===== src/rtl/bfc_pkg.sv =====
// Package for the border frame compositor: field widths, register indexes, helpers.
`timescale 1ns / 1ps
`default_nettype none
package bfc_pkg;
  localparam int unsigned VP_W   = 13;
  localparam int unsigned GS_W   = 11;
  localparam int unsigned CV_W   = 12;
  localparam int unsigned PIX_W  = 32;
  localparam int unsigned GIDX_W = 17;
  localparam int unsigned CFG_IDX_W = 3;
  localparam int unsigned CFG_DAT_W = 13;

  localparam logic [CFG_IDX_W-1:0] REG_VP_LEFT  = 3'd0;
  localparam logic [CFG_IDX_W-1:0] REG_VP_TOP   = 3'd1;
  localparam logic [CFG_IDX_W-1:0] REG_VP_COLS  = 3'd2;
  localparam logic [CFG_IDX_W-1:0] REG_VP_ROWS  = 3'd3;
  localparam logic [CFG_IDX_W-1:0] REG_GAME_COLS = 3'd4;
  localparam logic [CFG_IDX_W-1:0] REG_GAME_ROWS = 3'd5;
  localparam logic [CFG_IDX_W-1:0] REG_UNDERLAY = 3'd6;

  localparam logic REQ_LOAD = 1'b0;
  localparam logic REQ_COMP = 1'b1;

  typedef struct packed {
    logic signed [VP_W-1:0] vp_left;
    logic signed [VP_W-1:0] vp_top;
    logic [VP_W-1:0]        vp_cols;
    logic [VP_W-1:0]        vp_rows;
    logic [GS_W-1:0]        game_cols;
    logic [GS_W-1:0]        game_rows;
    logic                   underlay;
  } cfg_t;

  // one division request handed to the scaler
  typedef struct packed {
    logic            start;
    logic [23:0]     num_x;
    logic [VP_W-1:0] den_x;
    logic [23:0]     num_y;
    logic [VP_W-1:0] den_y;
  } div_req_t;

  // x/255 for x <= 255*255: exact through (x + 1 + (x >> 8)) >> 8
  function automatic logic [7:0] div255(input logic [15:0] x);
    logic [16:0] t;
    t = {1'b0, x} + 17'd1 + {9'd0, x[15:8]};
    return t[15:8];
  endfunction

  function automatic logic [PIX_W-1:0] blend(input logic [PIX_W-1:0] dst,
                                             input logic [PIX_W-1:0] src);
    logic [7:0]  a, inv, r, g, b, oa;
    logic [15:0] sr, sg, sb;
    a   = src[31:24];
    inv = 8'd255 - a;
    sr  = {8'd0, src[23:16]} * {8'd0, a} + {8'd0, dst[23:16]} * {8'd0, inv};
    sg  = {8'd0, src[15:8]} * {8'd0, a} + {8'd0, dst[15:8]} * {8'd0, inv};
    sb  = {8'd0, src[7:0]} * {8'd0, a} + {8'd0, dst[7:0]} * {8'd0, inv};
    r   = div255(sr);
    g   = div255(sg);
    b   = div255(sb);
    oa  = a + div255({8'd0, dst[31:24]} * {8'd0, inv});
    if (a == 8'hFF) return src;
    if (a == 8'h00) return dst;
    return {oa, r, g, b};
  endfunction
endpackage
`default_nettype wire


===== src/rtl/bfc_div.sv =====
// Restoring divider: two quotients (column and row) side by side with a shared step counter, one bit a cycle.
`timescale 1ns / 1ps
`default_nettype none
module bfc_div (
  input  wire logic             clk,
  input  wire logic             rst_n,
  input  wire bfc_pkg::div_req_t req,
  output logic                  done,
  output logic [10:0]           qx,
  output logic [10:0]           qy
);
  import bfc_pkg::*;
  // quotient < game size <= 2047 so 11 bits; numerator < 2^24
  logic [4:0]       cnt_r, cnt_nxt;
  logic             busy_r, busy_nxt;
  logic [23:0]      nx_r, nx_nxt, ny_r, ny_nxt;
  logic [VP_W-1:0]  dx_r, dy_r;
  logic [VP_W:0]    rx_r, rx_nxt, ry_r, ry_nxt;
  logic [VP_W+1:0]  tx, ty;

  always_comb begin
    busy_nxt = busy_r;
    cnt_nxt  = cnt_r;
    nx_nxt   = nx_r;
    ny_nxt   = ny_r;
    rx_nxt   = rx_r;
    ry_nxt   = ry_r;
    tx = {rx_r, nx_r[23]};
    ty = {ry_r, ny_r[23]};
    done = 1'b0;
    if (req.start) begin
      busy_nxt = 1'b1;
      cnt_nxt  = 5'd0;
      nx_nxt   = req.num_x;
      ny_nxt   = req.num_y;
      rx_nxt   = '0;
      ry_nxt   = '0;
    end else if (busy_r) begin
      if (tx >= {2'b0, dx_r}) begin
        rx_nxt = (VP_W+1)'(tx - {2'b0, dx_r});
        nx_nxt = {nx_r[22:0], 1'b1};
      end else begin
        rx_nxt = tx[VP_W:0];
        nx_nxt = {nx_r[22:0], 1'b0};
      end
      if (ty >= {2'b0, dy_r}) begin
        ry_nxt = (VP_W+1)'(ty - {2'b0, dy_r});
        ny_nxt = {ny_r[22:0], 1'b1};
      end else begin
        ry_nxt = ty[VP_W:0];
        ny_nxt = {ny_r[22:0], 1'b0};
      end
      cnt_nxt = cnt_r + 5'd1;
      if (cnt_r == 5'd23) begin
        busy_nxt = 1'b0;
        done = 1'b1;
      end
    end
  end

  assign qx = nx_nxt[10:0];
  assign qy = ny_nxt[10:0];

  always_ff @(posedge clk) begin
    if (!rst_n) begin
      busy_r <= 1'b0;
      cnt_r  <= '0;
    end else begin
      busy_r <= busy_nxt;
      cnt_r  <= cnt_nxt;
    end
    nx_r <= nx_nxt;
    ny_r <= ny_nxt;
    rx_r <= rx_nxt;
    ry_r <= ry_nxt;
    if (req.start) begin
      dx_r <= req.den_x;
      dy_r <= req.den_y;
    end
  end
endmodule
`default_nettype wire


===== config.mk =====
export PLATFORM = sky130hd
export DESIGN_NAME = bfc_div
export DESIGN_NICKNAME = d
export VERILOG_FILES = /design/src/rtl/bfc_pkg.sv /design/src/rtl/bfc_div.sv
export SDC_FILE = /design/constraint.sdc
export NUM_CORES = 1
export LEC_CHECK = 0
export BUFFER_PORTS_ARGS = -buffer_cell sky130_fd_sc_hd__buf_2
export CAP_MARGIN = 10
export CORE_UTILIZATION = 40
export DETAILED_ROUTE_END_ITERATION = 6
export SLEW_MARGIN = 20
export SYNTH_ARGS = -nofsm -noshare
export SYNTH_HDL_FRONTEND = slang
export SYNTH_SLANG_ARGS = --single-unit

===== constraint.sdc =====
create_clock -name clk -period 2.6 [get_ports clk]
set_input_delay 0.13 -clock clk [delete_from_list [all_inputs] [get_ports clk]]
set_output_delay 0.13 -clock clk [all_outputs]
set_load 0.01 [all_outputs]

==> results.toml, run 1 <==
[layout]
final_util_pct = 50.37
n_fill_cell = 1351
final_nets = 841
area_growth_syn_to_layout_pct = 22.02
layout-drive-gt1-share_pct = 22.70
fin_area_sq_um = 7348
n_antenna_cell = 0
final_cells = 924

[setup_path]
cp_slowest_cell = "a2111oi_4"
slowest_delay_ns = 0.41
startpoint_type = "register"
path_max_fanout = 2
cp_top_family = "compound AO/OA/AOI/OAI gates"
crit_buf_inv = 3
critPathCaptureType = "output pin"
cp_cell_sequence = "inv_2 > ha_4 > a21o_1 > a2111oi_4 > o41ai_4 > a211oi_2 > buf_4 > a211oi_2 > a21o_1 > buf_2"
cp.required_ns = 2.47
cp.arrival_ns = 2.50
worstSetupPathType = "register to output pin"

[sta]
slew_violations = 0
hold_viol = 1
clock_skew_ns = 0.008935
fin_ws_ns = -0.02765
setup_viol = 1
worst_pin_slew_ns = 0.8009
maxSlewHeadroom_pct = 46.61
tns_ns = -0.02765
max_freq_mhz = 380.6
period_needed_ns = 2.628
hold_ws_ns = -0.007253
rsz0062_at_grt = "true"
period_share_pct = 101.1

[hold_path]
min_path_type = "primary input to register"

[global_route]
grt_max_degree = 82
grt_pass1_wl_mm = 23.67
grt-ovfl-total = 0
track_usage_pct = 18.70
grt_pass1_vias = 4795
antenna_found_initial = 0

[yosys]
avgSynthCellArea_sq_um = 9.651
seq_area_frac_synth_pct = 44.55
ys_warn_count = 0
synth_mux_area_share_pct = 4.841
ys_ff_latch = 108
netlist_area_sq_um = 6022
ys_types = 64
synth_largest_area_cell = "edfxtp_1"
synth_cells = 624
synth_top_area_share_pct = 25.93
synth_area_leaders = "edfxtp_1 (26%), dfxtp_1 (19%), ha_1 (5.6%)"
synthesis.nets = 730
synth_fa_ha_area_share_pct = 6.275
synthFlopType = "dfxtp_1"
synthSimpleGateAreaFrac_pct = 13.11
synth_compound_area_share_pct = 21.73
synth-edff-count = 52
synth_xor_area_share_pct = 2.036
synth_top_family_by_area = "compound AO/OA/AOI/OAI gates"
async_flop_share_pct = 0

[pwr]
vdd_drop_max_mv = 0.4301
fin_total_pwr_mw = 4.677
powerDensity_nw_per_um2 = 636.5
p_leak_nw = 3.110

[routing]
wl_per_cell_um = 15.19
num_vias = 4958
drc_errors = 0
dr.pass1.iters = 5
antenna_left = 0
drt_wl_total_mm = 14.04
drt_iter0_drc = 300
vias_per_cell = 5.366

[placed_design]
placed_area_sq_um = 6611
place_worst_setup_slack_ns = 0.1442
post-place-cells = 870
gp_congestion = 0.8555
dp_hpwl_mm = 9.516
io_buffers = 99

[clock_network]
htreeDepth = 3
clkSinkCount = 108
clockRootBuffer = "clkbuf_16"
cts_tree = "done"
cts_max_path_buffers = 2
clk_latency_ns = 0.36
cts_buffers = 9
clk_pin_slew_ns = 0.07

[status]
violations = "negative hold slack, negative setup slack"
status = "complete, but fails checks"

[floorplan]
initial_core_util_pct = 41.28
fp.dieH_um = 124.7
die_w_um = 124.7
rows = 44
num_io_pins = 100
core-area_sq_um = 14590
dieArea_sq_um = 15550

[run]
maxCapViolCount = 0
## path summary, 6_finish.rpt
| check | end | cells after the start | slack, ns | start |
|---|---|---|---|---|
| max | qx[0] | 10 | -0.03 | dx_r[11] |
| min | nx_r[0] | 2 | -0.007 | req[50] |
| max reg2reg | rx_r[1] | 10 | 0.12 | dx_r[11] |
| min reg2reg | rx_r[9] | 2 | 0.51 | rx_r[8] |
## sequential cells by signal, summed over array words and instances (netlist names)
register / flops
busy_r: 1
ny_r: 24
ry_r: 14
nx_r: 24
cnt_r: 5
dx_r: 13
rx_r: 14
dy_r: 13
## cells in the mapped netlist (9+ instances only)
master and count:
nor2_1 47, nor2b_1 9, a211oi_1 10, mux2i_1 28, nand3_1 17, nor3_1 9
a311oi_1 14, nand4_1 9, inv_1 35, dfxtp_1 56, o21ai_0 43, a21oi_1 27
buf_4 23, nand2_1 53, edfxtp_1 52, a22o_1 25, ha_1 27, clkbuf_1 24
## power breakdown
| group | switching, mW | total [mW] | internal, mW |
|---|---|---|---|
| Sequential | 0.0829 | 2.03 | 1.95 |
| Clock | 0.643 | 1.40 | 0.758 |
| Combinational | 0.674 | 1.25 | 0.573 |
| Total | 1.40 | 4.68 | 3.28 |
## what timing repair did
action / 4_1_cts / 5_1_grt
hold endpoints to repair: 32 / 0
pin swaps: 5 / 6
hold buffers: 31 / 0
setup buffers: 6 / 2
endpoints found under the setup margin: 2 / 11
resized for setup: 10 / 12
## cell usage in the layout, fill, tap and decap left out, types with 3 or more instances in the layout
cell type      instances
buf_2                 98
dfxtp_1               55
nand2_1               53
edfxtp_1              52
nor2_1                46
o21ai_0               41
inv_1                 34
dlygate4sd3_1         31
mux2i_1               28
a22o_1                25
a21oi_1               25
buf_4                 25
ha_1                  18
nand3_1               15
a311oi_1              14
nor3_1                 9
nand4_1                9
a211oi_1               9
clkbuf_16              9
nor2b_1                8
o21a_1                 8
xnor2_1                8
ha_2                   8
a21o_1                 7
and3_1                 6
a211o_1                6
xor2_1                 6
nand2b_1               5
o211ai_1               5
or3_1                  5
o2111ai_1              4
a21oi_2                3
o311ai_0               3
a21boi_0               3
clkbuf_1               3
## metal layers
layer  share of wire (%)  vias up  global-route usage [%]
met1                  47     2288                   24.62
li1                    -     2506                       -
met5                   0        -                       0
met2                  46      143                   29.87
met4                 1.7        0                   6.945
met3                 4.8       21                   4.167
## final cells by class
type                       instances  area [sq um]  area share (%)
clock buffer                      12         236.5           3.218
clock inverter                     4         56.30          0.7662
inverter                          37         138.9           1.890
multi-input combinational        423          2974           40.47
sequential                       108          2684           36.52
tap                              184         230.2           3.133
timing repair buffer             156          1028           14.00
## logic make-up after synthesis
family          after synthesis
mux                          29
xor+xnor                     14
simple gates                170
flops                       108
buf+inv                      93
fa+ha+maj                    29
compound gates              181
No activity file was read; power rests on OpenSTA's default activity.
==> inputs of run 2 (changes only) <==
- clock period: 2.6 -> 2.67 ns (I/O delays scaled with it)
==> run 2 against run 1 <==
The run now ends clean. Clock power is 5% lower. Global-route usage is 0.24 points lower. Critical path depth is 1 lower. Die area stayed put. Cell count is 0.11% lower. Setup slack better by 0.12 ns. First-iteration DRC count is 26% lower. Total power is 3.6% lower. Sequential share of layout area is 0.17 points lower. Largest cell class unchanged. Largest power group unchanged. Highest routed layer unchanged.
==> results.toml, run 2 (same netlist as run 1, synthesis figures left out) <==
[status]
status = "finished clean"

[clock_network]
htreeDepth = 3
cts_max_path_buffers = 2
clk_pin_slew_ns = 0.07
clockRootBuffer = "clkbuf_16"
clkSinkCount = 108
cts_tree = "done"
clk_latency_ns = 0.36
cts_buffers = 9

[layout]
regArea_sq_um = 2684
final_nets = 840
reg_top3 = "nx_r: 24 flops, ny_r: 24 flops"
final_util_pct = 50.61
final_common_cell = "buf_2"
area_growth_syn_to_layout_pct = 22.61
n_antenna_cell = 0
multi_input_area_sq_um = 2995
n_fill_cell = 1337
fin_area_sq_um = 7383
layout-drive-gt1-share_pct = 21.92
most-common-layout-cells = "buf_2 (98), dfxtp_1 (55), nand2_1 (53)"

[pwr]
power.switching_mw = 1.367
vdd_drop_max_mv = 0.3730
switching_share_pct = 30.32
fin_total_pwr_mw = 4.510
powerDensity_nw_per_um2 = 610.8
p_clk_share_pct = 29.5
intPower_mw = 3.143
p_leak_nw = 3.143
p_seq_share_pct = 43.8
pwr-share-comb_pct = 26.7

[floorplan]
num_io_pins = 100
initial_core_util_pct = 41.28
core-area_sq_um = 14590
die_w_um = 124.7
fp.dieH_um = 124.7
dieArea_sq_um = 15550
rows = 44

[setup_path]
r2r_end = "rx_r[9]"
critPathCaptureType = "output pin"
path_max_fanout = 6
rr_startpoint = "dx_r[8]"
startpoint_type = "register"
cp.arrival_ns = 2.44
r2r_slack_ns = 0.15
cp.required_ns = 2.54
reg2regPathDepth = 9
worstSetupPathType = "register to output pin"

[global_route]
use_met3_pct = 4.596
antenna_found_initial = 0
grt_max_degree = 77
grt_pass1_vias = 4917
use_met2_pct = 30.13
met1_usage_pct = 23.99
grt_busiest_layer = "met2"
grt_pass1_wl_mm = 23.48
track_usage_pct = 18.46
grt-ovfl-total = 0

[placed_design]
io_buffers = 99
placed_area_sq_um = 6596
dp_hpwl_mm = 9.601
place_worst_setup_slack_ns = 0.1548
gp_congestion = 0.8294

[hold_path]
worstHoldStart = "rst_n"
holdPathEnd = "busy_r"
holdPathStages = 2
min_path_type = "primary input to register"

[sta]
worst_pin_slew_ns = 0.6164
setup_viol = 0
max_freq_mhz = 388.3
maxSlewHeadroom_pct = 58.81
slew_violations = 0
tns_ns = 0
hold_viol = 0
period_needed_ns = 2.575
clock_skew_ns = 0.01530
rsz0062_at_grt = "true"
fin_ws_ns = 0.09473
period_share_pct = 96.45

[routing]
dr.pass1.iters = 4
drc_errors = 0
drt_wl_total_mm = 14.05
num_vias = 4940
vias_per_cell = 5.352
wl_per_cell_um = 15.22
drt_iter0_drc = 222
antenna_left = 0

[run]
maxCapViolCount = 0
==> run 2: cell type report <==
type	instances	area share, %
Sequential cell	108	36.35
Tap cell	184	3.118
Clock buffer	11	3.440
Inverter	37	1.881
Multi-Input combinational cell	423	40.57
Timing Repair Buffer	155	14.00
Clock inverter	5	0.6440
==> run 2: power by group through the flow <==
stage / clock [mW] / combinational, mW / sequential [mW]
2_1_floorplan: 0 / 0.848 / 1.98
3_3_place_gp: 0 / 1.09 / 2.01
3_5_place_dp: 0 / 1.10 / 2.01
4_1_cts: 1.38 / 1.16 / 1.98
5_1_grt: 1.44 / 1.34 / 1.99
6_report: 1.33 / 1.20 / 1.98
==> run 2: timing repair <==
action                                  4_1_cts  5_1_grt
endpoints found under the setup margin        2        5
pin swaps                                     2        3
resized for setup                             3       18
hold buffers                                 36        0
hold endpoints to repair                     36        0
buffers inserted                              1        2
==> run 2: routing by layer <==
layer	vias up	part of all wire [%]	routed length, um
met5	-	0	0
met4	0	1.3	184
met3	15	4.7	659
met2	110	47	6599
met1	2319	47	6609
li1	2496	-	-
==> run 2: how the worst max path moves through the flow <==
stage,startpoint,cells past startpoint,to
after floorplan,dx_r[1],10,qx[0]
after global placement,dx_r[9],8,rx_r[9]
after detailed placement,dx_r[9],8,rx_r[9]
after CTS,dx_r[11],9,qx[0]
after global routing,dx_r[11],9,qx[0]
final,dx_r[5],9,qx[0]
==> run 2: through the flow <==
stage               cells  hold WS, ns
floorplan             624       0.2324
global placement      868       0.3097
detailed placement    868       0.3116
CTS                   921    0.0007016
global route          923      0.02623
finish                923      0.02181
==> run 2: critical path: stages (launching register included) <==
cell and delay, ns:
edfxtp_1 0.37, inv_1 0.07, ha_2 0.30, o21a_1 0.21, o21ai_0 0.25, nor3_1 0.11, a211oi_2 0.32, a211oi_2 0.12
a21o_1 0.19, buf_2 0.14
